--- src/design/dchc_pkg.sv ---
// Shared types and constants of the drift chamber hit calibrator.
package dchc_pkg;

	localparam int SEC_N = 4;
	localparam int CAL_N = 6;
	localparam int PAIR_N = 2;
	localparam int TIME_W = 16;
	localparam int CTL_W = 18;
	localparam int POS_W = 48;
	localparam int QDEPTH = 4;
	localparam int QPTR_W = 2;
	localparam int QCNT_W = 3;

	localparam logic [1:0] CMD_HIT = 2'd0;
	localparam logic [1:0] CMD_WIN_WR = 2'd1;
	localparam logic [1:0] CMD_CAL_WR = 2'd2;

	localparam logic signed [POS_W-1:0] POS_MAX = 48'sh7FFF_FFFF_FFFF;
	localparam logic signed [POS_W-1:0] POS_MIN = 48'sh8000_0000_0000;

	typedef struct packed {
		logic [2:0]        pad;
		logic [63:0]       table_word;
		logic [TIME_W-1:0] right_1;
		logic [TIME_W-1:0] right_0;
		logic [TIME_W-1:0] left_1;
		logic [TIME_W-1:0] left_0;
		logic [TIME_W-1:0] drift_3;
		logic [TIME_W-1:0] drift_2;
		logic [TIME_W-1:0] drift_1;
		logic [TIME_W-1:0] drift_0;
		logic [2:0]        entry_index;
		logic [1:0]        detector;
	} in_item_t;

	typedef struct packed {
		logic [1:0]              pad;
		logic signed [CTL_W-1:0] control_value;
		logic signed [POS_W-1:0] position;
		logic [1:0]              section;
		logic [1:0]              det_number;
	} res_t;

	typedef struct packed {
		logic                               is_cal;
		logic [1:0]                         det;
		logic [2:0]                         idx;
		logic [63:0]                        word;
		logic [SEC_N-1:0]                   sec_ok;
		logic [SEC_N-1:0][TIME_W-1:0]       drift;
		logic [SEC_N-1:0][CTL_W-1:0]        csum;
		logic [PAIR_N-1:0][CTL_W-1:0]       diff;
	} q_entry_t;

endpackage

--- src/design/dchc_front.sv ---
// Front part: accepts items, holds the window table and classifies the sections of a hit.
module dchc_front #(
	parameter int NUM_DETS = 4,
	parameter int TIME_BITS = 16
) (
	input  logic                clk,
	input  logic                arst_n,
	input  logic                s_tvalid,
	output logic                s_tready,
	input  logic [199:0]        s_tdata,
	input  logic [1:0]          s_tuser,
	input  logic                q_full,
	output logic                q_push,
	output dchc_pkg::q_entry_t  q_entry
);

	localparam int DET_W = (NUM_DETS > 1) ? $clog2(NUM_DETS) : 1;
	localparam logic [dchc_pkg::TIME_W-1:0] TMASK = (TIME_BITS >= dchc_pkg::TIME_W) ?
		{dchc_pkg::TIME_W{1'b1}} : dchc_pkg::TIME_W'((32'd1 << TIME_BITS) - 32'd1);

	dchc_pkg::in_item_t in_item;
	logic               accept;
	logic [DET_W-1:0]   det_a;
	logic               in_det_ok;
	logic               win_we;

	logic [63:0]                       win_mem_q [dchc_pkg::SEC_N][NUM_DETS];
	logic [NUM_DETS-1:0][dchc_pkg::SEC_N-1:0] win_vld_q;

	logic                                    vld_s1;
	dchc_pkg::in_item_t                      item_s1;
	logic [1:0]                              cmd_s1;
	logic [dchc_pkg::SEC_N-1:0][63:0]        win_rd_s1;
	logic [dchc_pkg::SEC_N-1:0]              win_v_s1;

	logic [dchc_pkg::PAIR_N-1:0][dchc_pkg::TIME_W-1:0] lt, rt;
	logic [dchc_pkg::SEC_N-1:0][dchc_pkg::TIME_W-1:0]  dr;
	logic [dchc_pkg::SEC_N-1:0][dchc_pkg::CTL_W-1:0]   csum;
	logic [dchc_pkg::PAIR_N-1:0][dchc_pkg::CTL_W-1:0]  diff;
	logic [dchc_pkg::SEC_N-1:0][31:0]                  cx, lo, hi;
	logic [dchc_pkg::SEC_N-1:0]                        ok;
	logic                                              det_ok_s1;
	logic                                              need;

	assign in_item = dchc_pkg::in_item_t'(s_tdata);
	assign s_tready = !vld_s1 || !q_full;
	assign accept = s_tvalid && s_tready;
	assign det_a = DET_W'(in_item.detector);
	assign in_det_ok = int'(in_item.detector) < NUM_DETS;
	assign win_we = accept && (s_tuser == dchc_pkg::CMD_WIN_WR) && in_det_ok &&
		!in_item.entry_index[2];

	always_ff @(posedge clk) begin
		if (win_we) begin
			win_mem_q[in_item.entry_index[1:0]][det_a] <= in_item.table_word;
		end
	end

	always_ff @(posedge clk or negedge arst_n) begin
		if (!arst_n) begin
			win_vld_q <= '0;
		end else if (win_we) begin
			win_vld_q[det_a][in_item.entry_index[1:0]] <= 1'b1;
		end
	end

	always_ff @(posedge clk) begin
		if (accept) begin
			item_s1 <= in_item;
			cmd_s1 <= s_tuser;
			win_v_s1 <= win_vld_q[det_a];
			for (int s = 0; s < dchc_pkg::SEC_N; s++) begin
				win_rd_s1[s] <= win_mem_q[s][det_a];
			end
		end
	end

	always_ff @(posedge clk or negedge arst_n) begin
		if (!arst_n) begin
			vld_s1 <= 1'b0;
		end else if (accept) begin
			vld_s1 <= 1'b1;
		end else if (!q_full) begin
			vld_s1 <= 1'b0;
		end
	end

	always_comb begin
		lt[0] = item_s1.left_0 & TMASK;
		lt[1] = item_s1.left_1 & TMASK;
		rt[0] = item_s1.right_0 & TMASK;
		rt[1] = item_s1.right_1 & TMASK;
		dr[0] = item_s1.drift_0 & TMASK;
		dr[1] = item_s1.drift_1 & TMASK;
		dr[2] = item_s1.drift_2 & TMASK;
		dr[3] = item_s1.drift_3 & TMASK;
		for (int p = 0; p < dchc_pkg::PAIR_N; p++) begin
			diff[p] = {2'b00, lt[p]} - {2'b00, rt[p]};
		end
		for (int j = 0; j < dchc_pkg::SEC_N; j++) begin
			csum[j] = {2'b00, lt[j >> 1]} + {2'b00, rt[j >> 1]} - {1'b0, dr[j], 1'b0};
			cx[j] = {{(32 - dchc_pkg::CTL_W){csum[j][dchc_pkg::CTL_W-1]}}, csum[j]};
			lo[j] = win_v_s1[j] ? win_rd_s1[j][31:0] : 32'd0;
			hi[j] = win_v_s1[j] ? win_rd_s1[j][63:32] : 32'd0;
			ok[j] = ($signed(cx[j]) > $signed(lo[j])) && ($signed(cx[j]) < $signed(hi[j])) &&
				((lt[j >> 1] | rt[j >> 1]) != '0);
		end
	end

	assign det_ok_s1 = int'(item_s1.detector) < NUM_DETS;
	assign need = det_ok_s1 &&
		(((cmd_s1 == dchc_pkg::CMD_HIT) && (ok != '0)) ||
		 ((cmd_s1 == dchc_pkg::CMD_CAL_WR) && (item_s1.entry_index < 3'(dchc_pkg::CAL_N))));
	assign q_push = vld_s1 && !q_full && need;

	always_comb begin
		q_entry.is_cal = (cmd_s1 == dchc_pkg::CMD_CAL_WR);
		q_entry.det = item_s1.detector;
		q_entry.idx = item_s1.entry_index;
		q_entry.word = item_s1.table_word;
		q_entry.sec_ok = ok;
		q_entry.drift = dr;
		q_entry.csum = csum;
		q_entry.diff = diff;
	end

endmodule

--- config.mk ---
export PLATFORM = sky130hd
export DESIGN_NAME = dchc_front
export DESIGN_NICKNAME = d
export VERILOG_FILES = /design/src/design/dchc_pkg.sv /design/src/design/dchc_front.sv
export SDC_FILE = /design/constraint.sdc
export NUM_CORES = 2
export LEC_CHECK = 0
export BUFFER_PORTS_ARGS = -buffer_cell sky130_fd_sc_hd__buf_2
export CAP_MARGIN = 40
export CORE_ASPECT_RATIO = 0.5
export CORE_MARGIN = 2
export CORE_UTILIZATION = 35
export CTS_BUF_LIST = sky130_fd_sc_hd__clkbuf_8
export DETAILED_ROUTE_END_ITERATION = 10
export SETUP_SLACK_MARGIN = 0.4
export SYNTH_ARGS = -nofsm -noshare
export SYNTH_HDL_FRONTEND = slang
export SYNTH_SLANG_ARGS = --single-unit
--- constraint.sdc ---
create_clock -name clk -period 42.4 [get_ports clk]
set_clock_uncertainty 0.05 [all_clocks]
set_input_delay 8.48 -clock clk [delete_from_list [all_inputs] [get_ports clk]]
set_output_delay 8.48 -clock clk [all_outputs]
set_load 0.05 [all_outputs]
After elaboration in Yosys (flattened, before gate mapping)
Memory sizes are Yosys's and may differ from the RTL's.
Cells that the tools add are included.
{"block": "word_totals", "latchBits": 0, "output_inout_bits": 248, "rom_bits": 0, "register_bits": 476, "ramBits": 1024, "input_bits": 206, "elab_cells": 112, "mem_count": 1}
{"block": "classes", "n_reduce_logical": 27, "shifts": 0, "div": 0, "add_sub_neg": 8, "n_lt_le_gt_ge": 15, "n_eq_ne": 3, "multipliers": 0, "bitwise": 4, "muxes": 32}
{"memory": "win_mem_q", "words": 4, "word_bits": 256, "rd": 4, "rd_clocked_by_memory_dff": 0, "wr": 1, "line_no": "dchc_front.sv:27", "source": "logic [63:0] win_mem_q [dchc_pkg::SEC_N][NUM_DETS];"}
{"operator": "$mux 64", "count": 9}
{"operator": "$bmux 64 s2", "count": 4}
{"operator": "$mux 256", "count": 1}
{"operator": "$mux 32", "count": 8}
{"operator": "$demux 64 s2", "count": 1}
{"operator": "$gt 18x32->1", "count": 4}
{"operator": "$lt 18x32->1", "count": 4}
{"operator": "$sub 17x17->18", "count": 4}
{"operator": "$or 16x16->16", "count": 3}
{"operator": "$add 16x16->17", "count": 2}
{"operator": "$sub 16x16->17", "count": 2}
{"operator": "$reduce_bool 16->1", "count": 2}
{"operator": "$logic_and 1x1->1", "count": 18}
{"operator": "$bmux 4 s2", "count": 1}
{"operator": "$demux 4 s2", "count": 1}
{"operator": "$mux 4", "count": 2}
{"operator": "$lt 2x3->1 const B", "count": 2}
{"operator": "$ge 2x1->1 const B", "count": 2}
{"operator": "$mux 1", "count": 4}
{"operator": "$reduce_bool 4->1", "count": 1}
{"operator": "$ge 3x3->1 const B", "count": 1}
{"operator": "$logic_not 1->1", "count": 3}
{"operator": "$lt 3x1->1 const B", "count": 1}
{"operator": "$lt 3x3->1 const B", "count": 1}
{"operator": "other kinds (7)", "count": 8}

Depth between registers and ports, before layout
{"block": "logic_depth", "word_depth": 9, "ltp_mapped": 28, "ltp_nobuf": 28}

Worst setup path after synthesis
OpenSTA, ideal clock, no wires.
{"block": "synth_path", "path_kind": "input to register", "from": "input port q_full", "to": "register win_vld_q[0] (netlist name)", "t_arrival_ns": 25.878, "t_required_ns": 42.258, "path_buffers": 0, "setup_time_ns": 0.092, "path_stages": 6, "slack_ns": 16.380, "cell_sequence": "nand2_1 > and2_1 > nand3_1 > or3_1 > nor3_1 > or2_2"}
{"block": "synth_between", "elab_chain_cells": 5}
{"element": "from (decl)", "line_no": "dchc_front.sv:12", "source": "input logic q_full,"}
{"element": "$logic_not 1->1", "line_no": "dchc_front.sv:46", "source": "assign s_tready = !vld_s1 || !q_full;"}
{"element": "$logic_or 1x1->1", "line_no": "dchc_front.sv:46"}
{"element": "$logic_and 1x1->1", "line_no": "dchc_front.sv:47", "source": "assign accept = s_tvalid && s_tready;"}
{"element": "via accept", "line_no": "dchc_front.sv:22", "source": "logic accept;"}
{"element": "$logic_and 1x1->1 (2 in series)", "line_no": "dchc_front.sv:50", "source": "assign win_we = accept && (s_tuser == dchc_pkg::CMD_WIN_WR) && in_det_ok &&"}
{"element": "to (signal assigned)", "line_no": "dchc_front.sv:61", "source": "win_vld_q <= '0;"}
{"element": "to (signal, indexed assignment)", "line_no": "dchc_front.sv:63", "source": "win_vld_q[det_a][in_item.entry_index[1:0]] <= 1'b1;"}
{"element": "to (decl)", "line_no": "dchc_front.sv:28", "source": "logic [NUM_DETS-1:0][dchc_pkg::SEC_N-1:0] win_vld_q;"}
The timed path passes the listed nets, and every way through them passes these cells.
A chain may end at the register's enable or synchronous reset.

Worst setup path in the final report
{"block": "layout_path", "from": "input port q_full", "to": "output port q_push"}
{"block": "layout_between", "elab_chain_cells": 3}
{"element": "$logic_not 1->1", "line_no": "dchc_front.sv:114", "source": "assign q_push = vld_s1 && !q_full && need;"}
{"element": "$logic_and 1x1->1 (2 in series)", "line_no": "dchc_front.sv:114"}
{"element": "to (decl)", "line_no": "dchc_front.sv:13", "source": "output logic q_push,"}
No other way between the ends.

==> qor.yml <==
hpwl_mm: 105
initial_core_util_pct: 35.4
cp.arrival_ns: 9.21
synthesis.nets: 4449
yosys.area_share.simple_pct: 5.05
min_period_ns: 17.74
synth_xor_area_share_pct: 1.37
vias: 35174
synth-seq-cells: 1500
crit_fanout: 2
wl_mm: 160
ctsResizeCount: 0
met2WireLength_mm: 79.2
die_x_um: 614
rsz0062_at_grt: "no"
grtUsageTotal_pct: 16.5
tightest_slew_ns: 1.03
wl_per_cell_um: 22.8
synth_top_family_by_area: "multiplexers"
rows: 111
clock_latency_ns: 0.94
ys_seq_area_share_pct: 69.0
drive_gt1_share_pct: 24.9
synth_fa_ha_area_share_pct: 8.16
grt_pass1_wl_mm: 233
antenna_found_initial: 15
crit_type: "input port to primary output"
finalMaxSlewViolations: 0
first_iter_violations: 2974
synth-edff-count: 1483
ys_async_sr_fraction_pct: 1.13
startpoint_type: "input port"
root_buffer: "clkbuf_8"
synth_compound_area_share_pct: 4.18
fin_setup_tns_ns: 0
post-route-period-util_pct: 41.8
drcViolationCount: 0
power_mw: 3.62
yosysWarnings: 0
area_growth_pct: 14.2
dr_wl_met3_mm: 8.57
first_global_vias: 36120
layout_common_cells: "1483 x edfxtp_1, 452 x buf_2, 412 x ha_1"
nFillCells: 16614
synthMuxAreaShare_pct: 9.00
gp_congestion: 0.862
max-vdd-ir-drop_v: 0.0000301
gr-total-overflow: 0
cts_buffer_depth: 3
p_leak_nw: 26.8
dr.pass1.iters: 5
end_kind: "primary output"
fmax_mhz: 56.4
nets: 4971
wl_met1_mm: 68.4
syn-cell-area_um2: 65200
port_buffers: 450
synth-main-ff-cell: "edfxtp_1"
viasPerCell: 5.01
ff_latch_area_um2: 45000
cts_sinks: 1500
grt_max_degree: 147
avgSynthCellArea_um2: 17.0
hold_violations: 0
relSlewSlack_pct: 31.3
final_common_cell: "edfxtp_1"
setup_violations: 0
path_clk_slew_ns: 0.06
ant_nets: 0
cts_tree: "done"
power.density_nw_per_um2: 48.7
die_h_um: 309
hold_path.class: "flip-flop to flip-flop"
synth_cell_types: 75
syn_inst: 3823
cts_hold_buf: 0
io_pins: 454
top_layer: "met5"
cts_setup_buffers: 0
required_ns: 33.87
outcome: "finished, final reports clean"
cts_inserted_buffers: 220
maxCapViolations: 0
dieArea_um2: 190000
multi_input_area_um2: 18300
h-tree-depth: 4
core-area_um2: 184000
## worst max-delay path, cell delays in order
cell and delay (ns):
buf_2 0.10, nor2_1 0.10, nand3_1 0.09, a31oi_1 0.15, buf_2 0.29
## where the power goes
part	switching [mW]	internal [mW]	leakage (nW)
clock network	0.566	0.534	2.41
registers	0.0118	1.66	13.8
logic	0.590	0.258	10.6
total	1.17	2.46	26.8
## cell usage after synthesis (21+ instances only)
cell type,instances,area [um2]
a211oi_1,21,158
a21o_1,39,293
a21oi_1,133,666
a31oi_1,22,138
buf_4,139,1040
clkbuf_1,64,240
edfxtp_1,1483,44500
ha_1,412,5150
inv_1,179,672
mux4_2,260,5860
nand2_1,327,1230
nand3_1,42,210
nand4_1,49,307
nor2_1,104,390
nor2b_1,24,150
nor3_1,41,205
o21ai_0,59,295
or2_2,25,156
xnor2_1,74,648
xor2_1,28,245
## per-stage QoR
step / hold WS [ns] / util, % / cells / setup slack [ns] / area, um2
after global routing: 0.432 / 40.4 / 7024 / 24.63 / 74400
after CTS: 0.418 / 40.4 / 7009 / 24.66 / 74300
after global placement: 0.395 / 37.9 / 6579 / 24.65 / 69700
after detailed placement: 0.403 / 38.2 / 6603 / 24.67 / 70200
after floorplan: 0.384 / - / 3823 / 16.38 / 65200
final: 0.417 / 40.4 / 7026 / 24.66 / 74400
## sequential cells by signal (all words and copies together), names as in the netlist
signal	count
q_entry	133
win_v_s1	4
win_vld_q	16
cmd_s1	2
win_mem_q	1024
item_s1	64
win_rd_s1	256
vld_s1	1
## cell type report
class | count | area share (%)
clock inverter | 185 | 1.41
sequential | 1500 | 60.4
tap | 2486 | 4.18
antenna | 11 | 0.0370
clock buffer | 221 | 4.09
inverter | 181 | 0.913
timing repair buffer | 538 | 4.44
multi-input combinational | 1904 | 24.5
## worst paths after layout
kind                              start                 to  slack [ns]  cells past startpoint
max                              q_full             q_push       24.66                      5
min                        win_vld_q[9]       win_vld_q[9]        0.42                      1
max reg2reg                      vld_s1  win_mem_q[0][200]       38.32                      7
min reg2reg                win_vld_q[9]       win_vld_q[9]        0.42                      1
max in group asynchronous        arst_n      win_vld_q[15]       34.52                      1
min in group asynchronous        arst_n             vld_s1        7.45                      1
## kinds of logic (layout without fill, tap and decap cells)
| group | count (synthesis) | after routing |
|---|---|---|
| other | 0 | 11 |
| adders and majority gates | 420 | 420 |
| AOI/OAI and AO/OA | 412 | 412 |
| xor gates and xnor gates | 102 | 102 |
| muxes | 261 | 261 |
| buffers and inverters | 419 | 1125 |
| DFF | 1500 | 1500 |
| and+or+nand+nor | 709 | 709 |
## layer usage
metal / track usage, % / vias up
met5: 0 / -
met4: 5.77 / 4
met3: 2.82 / 206
met2: 27.8 / 918
met1: 21.7 / 18166
li1: - / 15880
No activity file was read; power rests on OpenSTA's default activity.
