<file path="config.mk">
export PLATFORM = sky130hd
export DESIGN_NAME = dchc_back
export DESIGN_NICKNAME = d
export VERILOG_FILES = /design/src/design/dchc_pkg.sv /design/src/design/dchc_back.sv
export SDC_FILE = /design/constraint.sdc
export NUM_CORES = 2
export LEC_CHECK = 0
export ABC_AREA = 1
export BUFFER_PORTS_ARGS = -buffer_cell sky130_fd_sc_hd__buf_2
export CELL_PAD_IN_SITES_DETAIL_PLACEMENT = 1
export CELL_PAD_IN_SITES_GLOBAL_PLACEMENT = 2
export CORE_MARGIN = 10
export CORE_UTILIZATION = 45
export DETAILED_ROUTE_END_ITERATION = 8
export PLACE_DENSITY_LB_ADDON = 0.12
export SLEW_MARGIN = 30
export SYNTH_ARGS = -nofsm -noshare
export SYNTH_HDL_FRONTEND = slang
export SYNTH_SLANG_ARGS = --single-unit
</file>
<file path="constraint.sdc">
create_clock -name clk -period 17.14 [get_ports clk]
set_input_delay 0.857 -clock clk [delete_from_list [all_inputs] [get_ports clk]]
set_output_delay 0.857 -clock clk [all_outputs]
set_load 0.1 [all_outputs]
</file>
<file path="src/design/dchc_pkg.sv">
// Shared types and constants of the drift chamber hit calibrator.
package dchc_pkg;

	localparam int SEC_N = 4;
	localparam int CAL_N = 6;
	localparam int PAIR_N = 2;
	localparam int TIME_W = 16;
	localparam int CTL_W = 18;
	localparam int POS_W = 48;
	localparam int QDEPTH = 4;
	localparam int QPTR_W = 2;
	localparam int QCNT_W = 3;

	localparam logic [1:0] CMD_HIT = 2'd0;
	localparam logic [1:0] CMD_WIN_WR = 2'd1;
	localparam logic [1:0] CMD_CAL_WR = 2'd2;

	localparam logic signed [POS_W-1:0] POS_MAX = 48'sh7FFF_FFFF_FFFF;
	localparam logic signed [POS_W-1:0] POS_MIN = 48'sh8000_0000_0000;

	typedef struct packed {
		logic [2:0]        pad;
		logic [63:0]       table_word;
		logic [TIME_W-1:0] right_1;
		logic [TIME_W-1:0] right_0;
		logic [TIME_W-1:0] left_1;
		logic [TIME_W-1:0] left_0;
		logic [TIME_W-1:0] drift_3;
		logic [TIME_W-1:0] drift_2;
		logic [TIME_W-1:0] drift_1;
		logic [TIME_W-1:0] drift_0;
		logic [2:0]        entry_index;
		logic [1:0]        detector;
	} in_item_t;

	typedef struct packed {
		logic [1:0]              pad;
		logic signed [CTL_W-1:0] control_value;
		logic signed [POS_W-1:0] position;
		logic [1:0]              section;
		logic [1:0]              det_number;
	} res_t;

	typedef struct packed {
		logic                               is_cal;
		logic [1:0]                         det;
		logic [2:0]                         idx;
		logic [63:0]                        word;
		logic [SEC_N-1:0]                   sec_ok;
		logic [SEC_N-1:0][TIME_W-1:0]       drift;
		logic [SEC_N-1:0][CTL_W-1:0]        csum;
		logic [PAIR_N-1:0][CTL_W-1:0]       diff;
	} q_entry_t;

endpackage

</file>
<file path="src/design/dchc_back.sv">
// Back part: calibration table, result sequencer, multiply-add pipeline and output register.
module dchc_back #(
	parameter int NUM_DETS = 4
) (
	input  logic                clk,
	input  logic                arst_n,
	input  logic                head_vld,
	input  dchc_pkg::q_entry_t  head,
	output logic                pop,
	output logic                m_tvalid,
	input  logic                m_tready,
	output logic [71:0]         m_tdata,
	output logic [0:0]          m_tuser,
	output logic                m_tlast
);

	localparam int DET_W = (NUM_DETS > 1) ? $clog2(NUM_DETS) : 1;

	logic [63:0]                               cal_mem_q [dchc_pkg::CAL_N][NUM_DETS];
	logic [NUM_DETS-1:0][dchc_pkg::CAL_N-1:0]  cal_vld_q;

	logic                          busy_q;
	dchc_pkg::q_entry_t            cur_q;
	logic [dchc_pkg::CAL_N-1:0]    rem_q;

	logic                          adv;
	dchc_pkg::q_entry_t            sel;
	logic [dchc_pkg::CAL_N-1:0]    mask, rem_next;
	logic [2:0]                    e;
	logic                          go, issue, cal_we;
	logic [DET_W-1:0]              sel_det_a, head_det_a;
	logic [dchc_pkg::CTL_W-1:0]    t_w, ctl_w;

	logic                          vld_s1, vert_s1, last_s1;
	logic [1:0]                    det_s1, sec_s1;
	logic signed [dchc_pkg::CTL_W-1:0] t_s1;
	logic [dchc_pkg::CTL_W-1:0]    ctl_s1;
	logic [63:0]                   cal_rd_s1;
	logic                          cal_v_s1;

	logic signed [31:0]            gain_w, off_w;
	logic signed [49:0]            prod_w;

	logic                          vld_s2, vert_s2, last_s2;
	logic [1:0]                    det_s2, sec_s2;
	logic [dchc_pkg::CTL_W-1:0]    ctl_s2;
	logic signed [49:0]            prod_s2;
	logic signed [31:0]            off_s2;

	logic signed [50:0]            sum_w;
	logic signed [dchc_pkg::POS_W-1:0] pos_w;

	logic                          out_vld_q, out_vert_q, out_last_q;
	dchc_pkg::res_t                out_q;

	assign adv = !out_vld_q || m_tready;
	assign sel = busy_q ? cur_q : head;
	assign mask = busy_q ? rem_q :
		(head.is_cal ? '0 : {|head.sec_ok[3:2], |head.sec_ok[1:0], head.sec_ok});
	assign rem_next = mask & (mask - 1'b1);
	assign go = adv && (busy_q || head_vld);
	assign pop = adv && !busy_q && head_vld;
	assign issue = go && !sel.is_cal;
	assign cal_we = pop && head.is_cal;
	assign sel_det_a = DET_W'(sel.det);
	assign head_det_a = DET_W'(head.det);

	always_comb begin
		e = '0;
		for (int i = dchc_pkg::CAL_N - 1; i >= 0; i--) begin
			if (mask[i]) begin
				e = 3'(i);
			end
		end
	end

	always_comb begin
		if (!e[2]) begin
			t_w = {2'b00, sel.drift[e[1:0]]};
			ctl_w = sel.csum[e[1:0]];
		end else begin
			t_w = sel.diff[e[0]];
			ctl_w = sel.diff[e[0]];
		end
	end

	always_ff @(posedge clk or negedge arst_n) begin
		if (!arst_n) begin
			busy_q <= 1'b0;
		end else if (go) begin
			busy_q <= !sel.is_cal && (rem_next != '0);
		end
	end

	always_ff @(posedge clk) begin
		if (go) begin
			cur_q <= sel;
			rem_q <= rem_next;
		end
	end

	always_ff @(posedge clk) begin
		if (cal_we) begin
			cal_mem_q[head.idx][head_det_a] <= head.word;
		end
	end

	always_ff @(posedge clk or negedge arst_n) begin
		if (!arst_n) begin
			cal_vld_q <= '0;
		end else if (cal_we) begin
			cal_vld_q[head_det_a][head.idx] <= 1'b1;
		end
	end

	always_ff @(posedge clk or negedge arst_n) begin
		if (!arst_n) begin
			vld_s1 <= 1'b0;
			vld_s2 <= 1'b0;
			out_vld_q <= 1'b0;
		end else if (adv) begin
			vld_s1 <= issue;
			vld_s2 <= vld_s1;
			out_vld_q <= vld_s2;
		end
	end

	always_ff @(posedge clk) begin
		if (adv) begin
			det_s1 <= sel.det;
			vert_s1 <= !e[2];
			sec_s1 <= e[1:0];
			t_s1 <= t_w;
			ctl_s1 <= ctl_w;
			last_s1 <= (rem_next == '0);
			cal_rd_s1 <= cal_mem_q[e][sel_det_a];
			cal_v_s1 <= cal_vld_q[sel_det_a][e];
		end
	end

	assign gain_w = cal_v_s1 ? cal_rd_s1[63:32] : 32'sd0;
	assign off_w = cal_v_s1 ? cal_rd_s1[31:0] : 32'sd0;
	assign prod_w = gain_w * t_s1;

	always_ff @(posedge clk) begin
		if (adv) begin
			det_s2 <= det_s1;
			vert_s2 <= vert_s1;
			sec_s2 <= sec_s1;
			ctl_s2 <= ctl_s1;
			last_s2 <= last_s1;
			prod_s2 <= prod_w;
			off_s2 <= off_w;
		end
	end

	assign sum_w = 51'(off_s2) + 51'(prod_s2);

	always_comb begin
		priority if (sum_w > 51'(dchc_pkg::POS_MAX)) begin
			pos_w = dchc_pkg::POS_MAX;
		end else if (sum_w < 51'(dchc_pkg::POS_MIN)) begin
			pos_w = dchc_pkg::POS_MIN;
		end else begin
			pos_w = sum_w[dchc_pkg::POS_W-1:0];
		end
	end

	always_ff @(posedge clk) begin
		if (adv) begin
			out_q.pad <= '0;
			out_q.det_number <= det_s2;
			out_q.section <= sec_s2;
			out_q.position <= pos_w;
			out_q.control_value <= ctl_s2;
			out_vert_q <= vert_s2;
			out_last_q <= last_s2;
		end
	end

	assign m_tvalid = out_vld_q;
	assign m_tdata = out_q;
	assign m_tuser = out_vert_q;
	assign m_tlast = out_last_q;

endmodule

</file>
Word-level counts from Yosys, hierarchy flattened
Memories as Yosys holds them, arrays and structs flattened.
Index checks and enable logic that the tools add are counted.
- reduce and logical (&&, ||, !) cells: 20
- order comparisons: 13
- $mul: 1
- multiplexer cells: 34
- bitwise logic cells: 5
- shifts and indexed selects: 0
- equality and inequality tests: 0
- add/sub/neg operators: 2
- div/mod/pow operators: 0
- operators by type and width (kind ; number):
    256-bit two-way mux ; 1
    246-bit two-way mux ; 1
    64-bit two-way mux ; 3
    64-bit binary-select mux with 2-bit select ; 1
    64-bit demux with 2-bit select ; 1
    18-bit two-way mux ; 4
    32-bit by 50-bit adder with 51-bit output ; 1
    51-bit by 48-bit greater-than comparator with 1-bit output (second input constant) ; 1
    51-bit by 48-bit less-than comparator with 1-bit output (second input constant) ; 1
    32-bit by 18-bit multiplier with 50-bit output ; 1
    48-bit two-way mux ; 1
    18-bit binary-select mux with 2-bit select ; 1
    16-bit binary-select mux with 2-bit select ; 1
    16-bit two-way mux ; 2
    32-bit two-way mux ; 1
    6-bit two-way mux ; 4
    24-bit bitwise OR ; 1
    3-bit two-way mux ; 6
    6-bit binary-select mux with 2-bit select ; 1
    6-bit demux with 2-bit select ; 1
    1-bit logical AND ; 9
    2-bit by 3-bit less-than comparator with 1-bit output (second input constant) ; 3
    3-bit by 4-bit less-than comparator with 1-bit output (second input constant) ; 2
    6-bit AND ; 1
    17 further kinds ; 26
- output and inout port bits: 76
- latch bits: 0
- memory bits (read-only): 0
- word-level logic and storage cells: 122
- memory bits (writable): 1536
- memories kept: 1
- bits in registers: 565
- memory list (name ; depth ; width ; rd ports ; clocked after memory_dff ; wr ports ; line ; text):
    cal_mem_q ; 6 ; 256 ; 1 ; 0 ; 1 ; dchc_back.sv:19 ; logic [63:0] cal_mem_q [dchc_pkg::CAL_N][NUM_DETS];

Logic depth before layout (Yosys ltp)
An unclocked memory read counts as a cell.
- word-level depth: 13
- mapped depth: 30

Worst setup path after synthesis
No wires, ideal clock.
- path kind: reg-to-reg
- start point: register out_vld_q, in the netlist m_tvalid
- end point: register busy_q
- required time: 16.959 ns
- path slack: 6.544 ns
- cell stages (with the launch flop): 6
- arrival time: 10.414 ns
- clock period less this slack: 10.596 ns
- library setup time: 0.181 ns
- cell sequence: dfrtp_1 -> inv_1 -> nor2_1 -> a21oi_1 -> nand2_1 -> o22ai_1
- word-level cells in the longest chain between the ends: 3
- RTL lines (element ; line ; text):
    start, declared ; dchc_back.sv:53 ; logic out_vld_q, out_vert_q, out_last_q;
    start signal, assigned ; dchc_back.sv:124 ; out_vld_q <= vld_s2;
    1-bit zero test ; dchc_back.sv:56 ; assign adv = !out_vld_q || m_tready;
    1-bit logical OR ; dchc_back.sv:56 ;
    1-bit logical AND ; dchc_back.sv:61 ; assign go = adv && (busy_q || head_vld);
    via go ; dchc_back.sv:30 ; logic go, issue, cal_we;
    end signal, assigned ; dchc_back.sv:91 ; busy_q <= !sel.is_cal && (rem_next != '0);
    end, declared ; dchc_back.sv:22 ; logic busy_q;
The timed path passes the listed nets, and every way through them passes these cells.
A chain may end at the register's enable or synchronous reset.

Worst setup path in the final report
- start point: register cal_v_s1
- end point: register prod_s2[47], data pin
- word-level cells in the longest chain between the ends: 2
- RTL lines (element ; line ; text):
    start, declared ; dchc_back.sv:39 ; logic cal_v_s1;
    start signal, assigned ; dchc_back.sv:137 ; cal_v_s1 <= cal_vld_q[sel_det_a][e];
    32-bit two-way mux ; dchc_back.sv:141 ; assign gain_w = cal_v_s1 ? cal_rd_s1[63:32] : 32'sd0;
    32-bit by 18-bit multiplier with 50-bit output ; dchc_back.sv:143 ; assign prod_w = gain_w * t_s1;
    via prod_w[47] ; dchc_back.sv:42 ; logic signed [49:0] prod_w;
    end signal, assigned ; dchc_back.sv:152 ; prod_s2 <= prod_w;
    end, declared ; dchc_back.sv:47 ; logic signed [49:0] prod_s2;
The timed path passes the listed nets, and every way through them passes these cells.

==> results.py <==
metrics = {
    "worst_setup_path": {
        "path_class": "flop to flop",
        "setup.worst_path.start": "cal_v_s1$_DFFE_PN_",
        "crit_chain": "buf_4 -> nand2_1 -> inv_1 -> nand2_1 -> fa_1 -> inv_1 -> fa_1 -> fa_1 -> fa_1 -> fa_1 -> inv_1 -> fa_1 -> inv_1 -> ha_1 -> a21oi_1 -> o21ai_0 -> a21oi_1 -> nor2_1 -> a211oi_1 -> nand3_1 -> xor2_1",
        "cp_common_cell": "fa_1",
        "cp.required_ps": 17670,
        "startpoint_type": "flop",
        "path_max_fanout": 48,
        "end_kind": "flop",
        "slowest_delay_ps": 700,
        "crit_slowest_cell": "edfxtp_1",
        "arrival_ps": 8630,
        "rr_startpoint": "cal_v_s1$_DFFE_PN_",
    },
    "synth": {
        "syn_area_per_cell_sq_um": 10.0,
        "synthArstFlopShare_pct": 1.38,
        "yosys_warnings": 0,
        "synthCells": 10815,
        "ys.flop_type": "edfxtp_1",
        "synth.distinct_cells": 52,
        "synth_edf_count": 2001,
        "synth-seq-cells": 2029,
        "syn_area_sq_mm": 0.109,
        "ys_seq_area_share_pct": 56.0,
    },
    "timing": {
        "max_freq_ghz": 0.123,
        "setup_violations": 0,
        "max_slew_margin_pct": 31.0,
        "worst_pin_slew_ps": 1040,
        "finalSetupTns_ps": 0,
        "rsz0062_at_grt": "false",
        "fin_skew_ps": 79.9,
        "finalHoldViolCount": 0,
        "fin_crit_sh_pct": 47.3,
        "finalWorstPathRequiredPeriod_ps": 8100,
        "finalMaxSlewViolations": 0,
    },
    "global_route": {
        "grt_pass1_vias": 83631,
        "grt_overflow_total": 0,
        "grt_max_degree": 183,
        "antenna_found_initial": 31,
        "grt_usage_pct": 27.2,
        "grt_pass1_wl_um": 541000,
    },
    "layout": {
        "nFillCells": 26444,
        "mostFrequentLayoutCell": "nand2_1",
        "layout.nets": 11919,
        "layout-drive-gt1-share_pct": 7.47,
        "most-common-layout-cells": "nand2_1, edfxtp_1, inv_1",
        "area_delta_synth_final_pct": 10.7,
    },
    "drt": {
        "drt.antenna.violating_nets": 0,
        "routed_wl_um": 363000,
        "post-route-drc-count": 0,
        "dr_total_vias": 78457,
        "drt_iter0_drc": 5682,
        "post_drt_wl_per_cell_um": 25.3,
        "dr.pass1.iters": 6,
        "detail_route.vias_per_cell": 5.48,
    },
    "die": {
        "die-area_sq_mm": 0.261,
        "core_area_sq_mm": 0.240,
        "ios": 326,
        "core.rowCount": 180,
        "die_x_um": 511,
        "die_h_um": 511,
        "initial_core_util_pct": 45.2,
    },
    "place": {
        "globalplace.congestion": 0.903,
        "portBuffers": 323,
        "dp_hpwl_um": 229000,
    },
    "status": {
        "status": "finished clean",
    },
    "clocking": {
        "path_clk_slew_ps": 60,
        "holdBufCountCts": 1,
        "cts_root_buf": "clkbuf_16",
        "post_cts_buffers": 0,
        "cts-resized-gates": 0,
        "cts_num_sinks": 2029,
        "htreeDepth": 4,
        "clock_tree.buffer_depth": 3,
        "cts_tree": "built",
        "cts-buffers-inserted": 217,
        "insertion_delay_ps": 880,
    },
    "worst_hold_path": {
        "hold_path_class": "primary input to flop",
        "worstHoldStart": "head[68]",
    },
    "flow_run": {
        "cap_violations": 0,
    },
}
-- layer usage --
| metal | global-route usage, % | vias to the layer above | share of wire [%] |
|---|---|---|---|
| met2 | 47.0 | 2075 | 49 |
| met1 | 36.1 | 40496 | 43 |
| met4 | 8.08 | 10 | 3.2 |
| met3 | 3.19 | 579 | 4.8 |
| li1 | - | 35297 | - |
| met5 | 0 | - | 0.018 |
-- logic make-up (layout without fill, tap and decap cells) --
group,count (synthesis),after routing,share of synthesized area [%]
fa+ha+maj,725,725,12.2
flops,2029,2029,56.0
xor+xnor,91,91,0.734
mux,5,5,0.0461
simple gates,5660,5660,21.7
other cells,1,19,0.00346
buf+inv,1760,2061,6.59
compound gates,544,544,2.68
-- cell type report --
type	count	area, sq um	share of cell area [%]
clock buffer	270	5650	4.70
timing repair buffer	454	2830	2.36
clock inverter	122	1360	1.13
tap	3185	3990	3.32
inverter	1215	4600	3.83
antenna	17	42.5	0.0354
sequential	2029	60800	50.6
multi-input combinational	7027	40900	34.0
-- Yosys cell counts, types with 12 or more instances --
library cell | n | area share [%]
a21o_1 | 12 | 0.083
buf_1 | 46 | 0.16
nand3b_1 | 258 | 1.8
a21oi_1 | 368 | 1.7
clkinv_1 | 20 | 0.069
inv_1 | 1188 | 4.1
ha_1 | 171 | 2.0
nand3_1 | 932 | 4.3
nor3_1 | 18 | 0.083
dfrtp_1 | 28 | 0.65
xnor2_1 | 27 | 0.22
o21ai_0 | 92 | 0.42
a31oi_1 | 14 | 0.081
or2_2 | 35 | 0.20
o211ai_1 | 21 | 0.15
nand2_1 | 3938 | 14
nor2_1 | 442 | 1.5
xor2_1 | 64 | 0.52
buf_2 | 214 | 0.99
edfxtp_1 | 2001 | 55
buf_4 | 63 | 0.44
clkbuf_1 | 217 | 0.75
fa_1 | 554 | 10
-- worst paths after layout --
check / depth (start not counted) / slack, ps / endpoint
setup / recovery: 21 / 9040 / prod_s2[47]$_DFFE_PN_
hold / removal: 3 / 290 / cur_q[68]$_DFFE_PP_
setup reg to reg: 21 / 9040 / prod_s2[47]$_DFFE_PN_
hold reg to reg: 0 / 380 / m_tdata[57]$_DFFE_PN_
max in group asynchronous: 2 / 16050 / busy_q$_DFFE_PN0P_
min in group asynchronous: 2 / 550 / cal_vld_q[21]$_DFFE_PN0P_
-- metrics by stage --
step           hold slack, ps  cells  area [sq um]  utilization [%]  setup WS [ps]
4_1_cts                   229  14302        120000             50.0           8980
2_1_floorplan             400  10816        109000                -           6540
3_5_place_dp              405  13909        113000             47.0           9040
5_1_grt                   260  14312        120000             50.0           8450
3_3_place_gp              402  13904        113000             47.0           9140
6_report                  289  14319        120000             50.0           9040
-- registers in the layout (all words and copies together) (netlist names), 5 cells and up --
signal and count:
off_s2 32, cal_rd_s1 64, cur_q 175, rem_q 5
m_tdata 70, prod_s2 50, ctl_s1 18, ctl_s2 18
cal_vld_q 24, cal_mem_q 1536, t_s1 18
-- critical path, delay by kind of cell (launching register included) --
kind	cells	cell delay (ps)
fa+ha+maj	7	3480
compound gates	4	1370
buf+inv	5	1230
simple gates	4	800
flops	1	700
xor+xnor	1	180
Power is left out: the tool's default activity adds up to more than one toggle a clock period on the data nets, which glitch-free logic cannot reach.
