==> src/design/dchc_pkg.sv <==
// Shared types and constants of the drift chamber hit calibrator.
package dchc_pkg;

	localparam int SEC_N = 4;
	localparam int CAL_N = 6;
	localparam int PAIR_N = 2;
	localparam int TIME_W = 16;
	localparam int CTL_W = 18;
	localparam int POS_W = 48;
	localparam int QDEPTH = 4;
	localparam int QPTR_W = 2;
	localparam int QCNT_W = 3;

	localparam logic [1:0] CMD_HIT = 2'd0;
	localparam logic [1:0] CMD_WIN_WR = 2'd1;
	localparam logic [1:0] CMD_CAL_WR = 2'd2;

	localparam logic signed [POS_W-1:0] POS_MAX = 48'sh7FFF_FFFF_FFFF;
	localparam logic signed [POS_W-1:0] POS_MIN = 48'sh8000_0000_0000;

	typedef struct packed {
		logic [2:0]        pad;
		logic [63:0]       table_word;
		logic [TIME_W-1:0] right_1;
		logic [TIME_W-1:0] right_0;
		logic [TIME_W-1:0] left_1;
		logic [TIME_W-1:0] left_0;
		logic [TIME_W-1:0] drift_3;
		logic [TIME_W-1:0] drift_2;
		logic [TIME_W-1:0] drift_1;
		logic [TIME_W-1:0] drift_0;
		logic [2:0]        entry_index;
		logic [1:0]        detector;
	} in_item_t;

	typedef struct packed {
		logic [1:0]              pad;
		logic signed [CTL_W-1:0] control_value;
		logic signed [POS_W-1:0] position;
		logic [1:0]              section;
		logic [1:0]              det_number;
	} res_t;

	typedef struct packed {
		logic                               is_cal;
		logic [1:0]                         det;
		logic [2:0]                         idx;
		logic [63:0]                        word;
		logic [SEC_N-1:0]                   sec_ok;
		logic [SEC_N-1:0][TIME_W-1:0]       drift;
		logic [SEC_N-1:0][CTL_W-1:0]        csum;
		logic [PAIR_N-1:0][CTL_W-1:0]       diff;
	} q_entry_t;

endpackage

==> src/design/dchc_queue.sv <==
// Short queue of classified items between the front and back parts.
module dchc_queue (
	input  logic                clk,
	input  logic                arst_n,
	input  logic                push,
	input  dchc_pkg::q_entry_t  push_entry,
	output logic                full,
	input  logic                pop,
	output logic                head_vld,
	output dchc_pkg::q_entry_t  head
);

	dchc_pkg::q_entry_t              mem_q [dchc_pkg::QDEPTH];
	logic [dchc_pkg::QPTR_W-1:0]     wr_ptr_q, rd_ptr_q;
	logic [dchc_pkg::QCNT_W-1:0]     cnt_q;

	assign full = (cnt_q == dchc_pkg::QCNT_W'(dchc_pkg::QDEPTH));
	assign head_vld = (cnt_q != '0);
	assign head = mem_q[rd_ptr_q];

	always_ff @(posedge clk) begin
		if (push) begin
			mem_q[wr_ptr_q] <= push_entry;
		end
	end

	always_ff @(posedge clk or negedge arst_n) begin
		if (!arst_n) begin
			wr_ptr_q <= '0;
			rd_ptr_q <= '0;
			cnt_q <= '0;
		end else begin
			if (push) begin
				wr_ptr_q <= wr_ptr_q + 1'b1;
			end
			if (pop) begin
				rd_ptr_q <= rd_ptr_q + 1'b1;
			end
			unique case ({push, pop})
				2'b10: cnt_q <= cnt_q + 1'b1;
				2'b01: cnt_q <= cnt_q - 1'b1;
				default: cnt_q <= cnt_q;
			endcase
		end
	end

endmodule

==> config.mk <==
export PLATFORM = sky130hd
export DESIGN_NAME = dchc_queue
export DESIGN_NICKNAME = d
export VERILOG_FILES = /design/src/design/dchc_pkg.sv /design/src/design/dchc_queue.sv
export SDC_FILE = /design/constraint.sdc
export NUM_CORES = 1
export LEC_CHECK = 0
export BUFFER_PORTS_ARGS = -buffer_cell sky130_fd_sc_hd__buf_2
export CAP_MARGIN = 20
export CORE_ASPECT_RATIO = 1.2
export CORE_MARGIN = 4
export CORE_UTILIZATION = 64
export CTS_BUF_LIST = sky130_fd_sc_hd__clkbuf_2 sky130_fd_sc_hd__clkbuf_4 sky130_fd_sc_hd__clkbuf_8
export DETAILED_ROUTE_END_ITERATION = 6
export PLACE_DENSITY = 0.89
export SYNTH_ARGS = -nofsm -noshare
export SYNTH_HDL_FRONTEND = slang
export SYNTH_SLANG_ARGS = --single-unit
==> constraint.sdc <==
create_clock -name clk -period 15.05 [get_ports clk]
set_input_delay 3.7625 -clock clk [delete_from_list [all_inputs] [get_ports clk]]
set_output_delay 3.7625 -clock clk [all_outputs]
set_load 0.05 [all_outputs]
[After elaboration in Yosys (flattened, before gate mapping)]
Memory sizes are Yosys's and may differ from the RTL's.
Cells that the tools add are included.
Word-level totals
  bits in registers: 7
  bits in latches: 0
  bits in writable memories: 984
  ROM bits: 0
  input bits: 250
  output and inout bits: 248
  word-level logic and storage cells: 16
  memories kept: 1
Memory list
  mem_q: words 4, width 246, rd ports 1, clocked after Yosys merged registers in 0, write ports 1, line dchc_queue.sv:13  | dchc_pkg::q_entry_t mem_q [dchc_pkg::QDEPTH];
Operators by class
  add/sub/neg operators: 4
  multiply operators: 0
  div/mod/pow operators: 0
  magnitude comparators: 0
  eq/ne operators: 3
  shift operators: 0
  multiplexer cells: 3
  bitwise operators: 0
  reductions and logical operators: 2
Operators with widths (number)
  3-bit case mux with 2 select lines: 1
  2-bit by 1-bit adder with 2-bit output (second input constant): 2
  3-bit by 1-bit adder with 3-bit output (second input constant): 1
  3-bit == test (second input constant): 1
  3-bit nonzero test: 1
  3-bit by 1-bit subtractor with 3-bit output (second input constant): 1
  2-bit by 1-bit == test with 1-bit output (second input constant): 1
  2-bit == test (second input constant): 1
  1-bit two-way mux: 2
  2-bit nonzero test: 1

[Longest topological paths before layout]
Gate-level depths: netlist (run 1).
  depth after elaboration: 2
  mapped depth: 7
  mapped depth without buffers: 7

[Least setup slack after synthesis (run 1)]
Ideal clock, no wire load.
  kind: input to register
  start: input port push
  end: memory mem_q[0][0] in the netlist's numbering, enable pin
  setup time: 637 ps
  arrival time: 9325 ps
  required time: 14413 ps
  setup slack: 5088 ps
  stages: 1
  buffers on the path: 0
  path through: and2_1
Between the ends
  longest elaborated chain between the ends: 2
RTL lines
  start: declaration: line dchc_queue.sv:5  | input logic push,
  1-bit two-way mux: line dchc_queue.sv:22  | if (push) begin
  1-bit two-way mux (not written as such): line dchc_queue.sv:23  | mem_q[wr_ptr_q] <= push_entry;
  end: declaration: line dchc_queue.sv:13
Every way passes these cells.

==> results.toml, run 1 <==
[outcome]
status = "complete, no violations"

[global_routing]
grt_max_degree = 140
grt_use_met3_pct = 8.02
antenna_found_initial = 37
grt_use_met1_pct = 30.6
use_met2_pct = 41.9
grt_pass1_vias = 18100
grt_usage_pct = 25.2
grt-busiest-layer = "met2"
grt_pass1_wl_um = 112000
overflow = 0

[critical_path]
worst_path_max_delay_cell = "buf_4"
max_stage_delay_ns = 0.81
critPathKind = "reg2out"
critPathRequiredTime_ns = 11.29
cp.depth = 5
critPathLaunchType = "register"
worst-path-max-fanout = 46
critical_path_buf_inv_count = 4
worstPathArrival_ns = 4.27
path_cells = "buf_16 > buf_4 > buf_4 > mux4_2 > buf_2"
crit_path_frequent_cell = "buf_4"
end_kind = "output port"
timing.rr.start = "wr_ptr_q[1]"
setup.worst_path.start = "rd_ptr_q[0]"
rr_worst_depth = 5
cpLargestDelayFamily = "buffers and inverters"

[yosys]
synth_edf_count = 984
synth_top_family_by_area = "multiplexers"
yosys.area_share.adder_pct = 0.229
ys_dominant_reg_cell = "edfxtp_1"
synth-compound-area-share_pct = 0.0139
synth_mux_area_share_pct = 15.4
synth-xor-area-share_pct = 0.146
synth_top_area_cell = "edfxtp_1"
yosys.cell_count.top_type = "edfxtp_1"
synthCells = 1321
yosysSeqAreaShare_pct = 82.3
synth_cell_types = 20
avgSynthCellArea_um2 = 27.3
async_flop_share_pct = 0.706
syn_nets = 1577
yosys_warnings = 0
synth_area_leaders = "edfxtp_1, mux4_2, buf_12"
synth_top_area_share_pct = 81.8
ys_ff_latch = 991
synth_area_um2 = 36100
synth-simple-area-share_pct = 0.135
synth_common_cells = "edfxtp_1, mux4_2, buf_2"

[route]
num_vias = 16900
drcViolationCount = 0
totalWireLength_um = 76400
post_drt_wl_per_cell_um = 27.4
viasPerCell = 6.05
postRouteAntennaNets = 0
dr.pass1.iters = 5
first_iter_violations = 1423

[timing]
final.min_clock_period_ns = 8.03
finalHoldViolCount = 0
finClkSkew_ns = 0.0233
relSlewSlack_pct = 25.0
setup_viol = 0
period_share_pct = 53.4
rsz0062_at_grt = "no"
hold_slack_ns = 0.504
drv_slew = 0
tightest_slew_ns = 1.13
max_freq_mhz = 125
setup_ws_ns = 7.02
tns_ns = 0

[final_layout]
fin_nets = 2187
syn_to_final_growth_pct = 16.1
drive_above_1_share_pct = 48.8
fin_cells = 2792

[place]
place_ws_ns = 7.44
port_buffers = 497
routabilityCongestion = 0.796
place_inst = 2509
dpl.hpwl_um = 47200

[cts]
root_buffer = "clkbuf_8"
cts_buffer_depth = 3
cts_tree = "yes"
holdBufCountCts = 0
numClockSinks = 991
clk_pin_slew_worst_paths_ns = 0.06
ctsResizeCount = 0
numCtsBuffers = 145
htreeDepth = 4
cts_setup_buffers = 0
clock_latency_ns = 0.76

[min_path]
min_path_type = "reg2reg"
hold_start = "cnt_q[2]"
holdPathStages = 1

[power_and_ir_drop]
power_density_nw_per_um2 = 228
power.leakage_nw = 14.3
ir_drop_v = 0.000323
power.total_mw = 9.54

[die]
initial_utilization_pct = 64.5
io_pins = 498
die_h_um = 268
rows = 95
die_w_um = 225
coreArea_um2 = 56000
dieArea_um2 = 60300

[flow_run]
cap_violations = 0
## through the flow
stage                     area (um2)  utilization, %
after floorplan                36100               -
after global placement         39100            69.8
after detailed placement       39100            69.8
after CTS                      41800            74.7
after global routing           41900            74.9
final                          41900            74.9
## sequential cells by signal (all words and copies together) (netlist names)
name / cells
mem_q: 984
cnt_q: 3
rd_ptr_q: 2
wr_ptr_q: 2
## per-layer routing
layer | up-vias | part of all wire, %
li1 | 7033 | -
met1 | 8768 | 34
met2 | 869 | 53
met3 | 193 | 8.9
met4 | 22 | 4.0
met5 | - | 0.19
## where the power goes
| group | internal, mW | leakage (nW) | switching (mW) | total (mW) |
|---|---|---|---|---|
| sequential | 3.62 | 9.12 | 0.172 | 3.79 |
| clock | 1.08 | 1.45 | 0.952 | 2.03 |
| combinational | 1.05 | 3.78 | 2.67 | 3.72 |
| total | 5.75 | 14.3 | 3.80 | 9.54 |
## cell families after synthesis
| logic type | Yosys count |
|---|---|
| flip-flops | 991 |
| AO/OA/AOI/OAI | 1 |
| adder cells (fa/ha/maj) | 6 |
| multiplexers | 247 |
| XOR/XNOR | 6 |
| buffers and inverters | 61 |
| AND/OR/NAND/NOR | 9 |
## cells in the final DEF, fill, tap and decap left out, types with 6 or more instances in the layout
| cell type | instances |
|---|---|
| edfxtp_1 | 984 |
| buf_2 | 497 |
| mux4_2 | 246 |
| clkbuf_8 | 151 |
| clkbuf_4 | 47 |
| diode_2 | 31 |
| clkinv_1 | 28 |
| buf_4 | 18 |
| clkinv_2 | 12 |
| inv_1 | 6 |
## cell type report
type | instances | area, um2
Multi-Input combinational cell | 269 | 5750
Inverter | 6 | 22.5
Clock buffer | 198 | 2430
Antenna cell | 31 | 77.6
Tap cell | 727 | 910
Clock inverter | 52 | 314
Fill cell | 2750 | 14100
Sequential cell | 991 | 29700
Timing Repair Buffer | 518 | 2700
## worst paths after layout
| check | end | slack (ns) |
|---|---|---|
| setup / recovery | head[80] | 7.02 |
| hold / removal | cnt_q[2] | 0.50 |
| setup reg to reg | mem_q[1][120] | 11.41 |
| hold reg to reg | cnt_q[2] | 0.50 |
| max in group asynchronous | rd_ptr_q[1] | 12.05 |
| min in group asynchronous | rd_ptr_q[0] | 2.82 |
Power figures use the tool's default switching activity.
==> run 2: changes to the inputs <==
--- a/config.mk
+++ b/config.mk
@@ -9,10 +9,10 @@
 export CAP_MARGIN = 20
 export CORE_ASPECT_RATIO = 1.2
 export CORE_MARGIN = 4
-export CORE_UTILIZATION = 64
+export CORE_UTILIZATION = 59
 export CTS_BUF_LIST = sky130_fd_sc_hd__clkbuf_2 sky130_fd_sc_hd__clkbuf_4 sky130_fd_sc_hd__clkbuf_8
 export DETAILED_ROUTE_END_ITERATION = 6
-export PLACE_DENSITY = 0.89
+export PLACE_DENSITY = 0.83
 export SYNTH_ARGS = -nofsm -noshare
 export SYNTH_HDL_FRONTEND = slang
 export SYNTH_SLANG_ARGS = --single-unit
==> constraint.sdc (replaced) <==
create_clock -name clk -period 7.8 [get_ports clk]
set_input_delay 1.95 -clock clk [delete_from_list [all_inputs] [get_ports clk]]
set_output_delay 1.95 -clock clk [all_outputs]
set_load 0.05 [all_outputs]
==> results.toml, run 2 (synthesized netlist as in run 1, its figures left out) <==
[route]
first_iter_violations = 1271
dr.pass1.iters = 5
viasPerCell = 5.71
post_drt_wl_per_cell_um = 25.5
postRouteAntennaNets = 0
num_vias = 16400
drcViolationCount = 0
totalWireLength_um = 73300

[outcome]
status = "complete, no violations"

[timing]
max_freq_mhz = 187
finClkSkew_ns = 0.0341
finalHoldViolCount = 0
tightest_slew_ns = 0.993
final.min_clock_period_ns = 5.34
setup_viol = 0
tns_ns = 0
period_share_pct = 68.5
rsz0062_at_grt = "no"
relSlewSlack_pct = 33.8
drv_slew = 0

[cts]
ctsResizeCount = 0
clk_pin_slew_worst_paths_ns = 0.06
cts_buffer_depth = 3
cts_setup_buffers = 0
numClockSinks = 991
holdBufCountCts = 0
clock_latency_ns = 0.79
root_buffer = "clkbuf_8"
htreeDepth = 4
numCtsBuffers = 148
cts_tree = "yes"

[power_and_ir_drop]
power_density_nw_per_um2 = 438
power.leakage_nw = 14.4
ir_drop_v = 0.000430

[place]
port_buffers = 497
dpl.hpwl_um = 45600
routabilityCongestion = 0.760

[critical_path]
critPathKind = "reg2out"
worst-path-max-fanout = 93
critPathLaunchType = "register"
end_kind = "output port"
worstPathArrival_ns = 3.39
critPathRequiredTime_ns = 5.85
rr_worst_depth = 4

[global_routing]
antenna_found_initial = 32
grt_usage_pct = 22.7
grt_pass1_wl_um = 109000
grt_max_degree = 135
overflow = 0
grt_pass1_vias = 17900

[final_layout]
fin_nets = 2187
syn_to_final_growth_pct = 16.8
final_cell_mix = "edfxtp_1, buf_2, mux4_2, clkbuf_8, clkbuf_4"
registers.top_by_ff_count = "mem_q"
drive_above_1_share_pct = 48.9
final_common_cell = "edfxtp_1"
post-route-util_pct = 69.5
largest_register_ff_count = 984
reg_top3 = "mem_q (984), cnt_q (3)"

[die]
coreArea_um2 = 60700
initial_utilization_pct = 59.5
rows = 99
die_w_um = 234
io_pins = 498
die_h_um = 279
dieArea_um2 = 65200

[min_path]
holdPathStages = 1
min_path_type = "reg2reg"

[flow_run]
cap_violations = 0
==> run 2: through the flow <==
step | power (mW) | setup slack (ns) | hold WS (ns) | area (um2) | cells
global route | 19.3 | 2.11 | 0.524 | 42200 | 2868
detailed placement | 14.6 | 3.18 | 0.491 | 39200 | 2589
finish | 18.5 | 2.46 | 0.505 | 42200 | 2878
global placement | 14.5 | 3.20 | 0.465 | 39200 | 2589
floorplan | 13.2 | 2.40 | 0.448 | 36100 | 1321
CTS | 18.7 | 2.29 | 0.501 | 42100 | 2851
==> run 2: final cells by class <==
cell class,count,area (um2)
sequential,991,29700
fill,3509,18500
multi-input combinational,269,5750
timing repair buffer,515,2710
clock buffer,200,2450
tap,808,1010
clock inverter,62,452
antenna,27,67.6
inverter,6,22.5
==> run 2: final timing paths <==
kind,slack (ns),start,endpoint
worst min register to register,0.51,cnt_q[2],cnt_q[2]
worst min-delay path,0.51,cnt_q[2],cnt_q[2]
max in group asynchronous,6.61,arst_n,rd_ptr_q[0]
min in group asynchronous,0.99,arst_n,rd_ptr_q[1]
worst max register to register,5.16,wr_ptr_q[1],mem_q[1][161]
worst max-delay path,2.46,rd_ptr_q[0],head[174]
==> run 2: critical path, cell delays in order, from the launching register on <==
cell and delay (ns):
dfrtp_4 0.97, buf_12 0.57, mux4_2 0.65, buf_2 0.24
==> run 2: metal layers <==
metal  GRT usage [%]  routed length, um  up-vias
met1            27.4              25200     8522
met5               0                120        -
met2            36.7              38400      689
li1                -                  -     7033
met4            10.3               2690       18
met3            8.69               6830      177
==> run 2: where the power goes <==
part	internal, mW	switching (mW)	leakage [nW]
clock network	2.18	1.89	1.53
registers	6.97	0.332	9.12
logic	2.02	5.10	3.77
==> run 3: changes to the inputs <==
--- a/config.mk
+++ b/config.mk
@@ -9,10 +9,10 @@
 export CAP_MARGIN = 20
 export CORE_ASPECT_RATIO = 1.2
 export CORE_MARGIN = 4
-export CORE_UTILIZATION = 59
+export CORE_UTILIZATION = 54
 export CTS_BUF_LIST = sky130_fd_sc_hd__clkbuf_2 sky130_fd_sc_hd__clkbuf_4 sky130_fd_sc_hd__clkbuf_8
 export DETAILED_ROUTE_END_ITERATION = 6
-export PLACE_DENSITY = 0.83
+export PLACE_DENSITY = 0.8
 export SYNTH_ARGS = -nofsm -noshare
 export SYNTH_HDL_FRONTEND = slang
 export SYNTH_SLANG_ARGS = --single-unit
==> constraint.sdc (replaced) <==
create_clock -name clk -period 4.7 [get_ports clk]
set_input_delay 1.175 -clock clk [delete_from_list [all_inputs] [get_ports clk]]
set_output_delay 1.175 -clock clk [all_outputs]
set_load 0.05 [all_outputs]
==> results.toml, run 3 (synthesized netlist as in run 1, its figures left out) <==
[outcome]
status = "complete, no violations"

[place]
place_ws_ns = 1.33
routabilityCongestion = 0.767
dpl.hpwl_um = 48300
port_buffers = 497

[timing]
finClkSkew_ns = 0.0373
finalHoldViolCount = 0
setup_ws_ns = 0.618
relSlewSlack_pct = 35.9
rsz0062_at_grt = "no"
tns_ns = 0
drv_slew = 0
period_share_pct = 86.8
max_freq_mhz = 245
setup_viol = 0
final.min_clock_period_ns = 4.08
tightest_slew_ns = 0.961

[power_and_ir_drop]
power.total_mw = 30.9
ir_drop_v = 0.000585
power_density_nw_per_um2 = 724
power.leakage_nw = 14.7

[route]
post_drt_wl_per_cell_um = 24.8
postRouteAntennaNets = 0
top_layer = "met5"
met1Wirelength_um = 25900
dr.pass1.iters = 4
first_iter_violations = 1213
viasPerCell = 5.56
dr_wl_met2_um = 38800
drcViolationCount = 0
totalWireLength_um = 74300
num_vias = 16700
wl_met3_um = 6900

[final_layout]
drive_above_1_share_pct = 49.9
final_cell_mix = "edfxtp_1, buf_2, mux4_2, clkbuf_8, clkbuf_4"
largest_register_ff_count = 984
post-route-util_pct = 64.7
fin_nets = 2229
fillers = 4201
syn_to_final_growth_pct = 18.3
final_common_cell = "edfxtp_1"
reg_top3 = "mem_q (984), cnt_q (3)"
registers.top_by_ff_count = "mem_q"

[global_routing]
antenna_found_initial = 36
grt_pass1_wl_um = 113000
grt_max_degree = 77
grt_usage_pct = 21.3
grt_pass1_vias = 18300
overflow = 0

[cts]
root_buffer = "clkbuf_8"
cts_tree = "yes"
htreeDepth = 4
holdBufCountCts = 0
cts_setup_buffers = 0
ctsResizeCount = 0
clock_latency_ns = 0.78
cts_buffer_depth = 3
numCtsBuffers = 149
clk_pin_slew_worst_paths_ns = 0.06
numClockSinks = 991

[critical_path]
end_kind = "output port"
critPathLaunchType = "register"
critPathKind = "reg2out"
critPathRequiredTime_ns = 3.52
worstPathArrival_ns = 2.91
worst-path-max-fanout = 29

[die]
initial_utilization_pct = 54.7
die_h_um = 291
dieArea_um2 = 71100
io_pins = 498
rows = 103
coreArea_um2 = 66000
die_w_um = 244

[min_path]
min_path_type = "in2async"

[flow_run]
cap_violations = 0
## run 3: area by class of cell
type	instances	area, um2	area share [%]
clock buffers	197	2420	5.67
multi-input cells	269	5750	13.5
repair buffers	556	3180	7.45
diodes	31	77.6	0.182
inverters	6	22.5	0.0527
clock inverters	58	415	0.972
well taps	892	1120	2.61
flip-flops and latches	991	29700	69.6
## run 3: stage by stage
step | area, um2 | hold WS, ns | instances
after floorplan | 36100 | 0.448 | 1321
after global placement | 39800 | 0.467 | 2714
after detailed placement | 39800 | 0.479 | 2714
after CTS | 42600 | 0.139 | 2969
after global routing | 42700 | 0.171 | 2990
final | 42700 | 0.226 | 3000
## run 3: per-layer routing
metal | GRT usage (%) | vias up
met5 | 0 | -
li1 | - | 7116
met4 | 9.76 | 20
met1 | 25.4 | 8608
met2 | 35.2 | 767
met3 | 7.47 | 161
## run 3: worst max-delay path, stage by stage, from the launching register on
cell     delay, ns
dfrtp_4       0.70
buf_4         0.58
mux4_2        0.60
buf_2         0.23
## run 3: worst paths after layout
| kind | startpoint | end | slack [ns] | depth (start not counted) |
|---|---|---|---|---|
| worst min-delay path | arst_n | rd_ptr_q[1] | 0.23 | 1 |
| worst max-delay path | rd_ptr_q[0] | head[119] | 0.62 | 3 |
| min in group clk | cnt_q[2] | cnt_q[2] | 0.49 | 1 |
| worst min register to register | cnt_q[2] | cnt_q[2] | 0.49 | 1 |
| worst max register to register | wr_ptr_q[1] | mem_q[1][58] | 2.44 | 4 |
| max in group asynchronous | arst_n | rd_ptr_q[0] | 4.28 | 1 |
## run 3: where the power goes
| part | leakage, nW | switching (mW) | internal, mW |
|---|---|---|---|
| Sequential | 9.12 | 0.487 | 11.5 |
| Combinational | 4.04 | 8.65 | 3.60 |
| Clock | 1.50 | 3.14 | 3.51 |
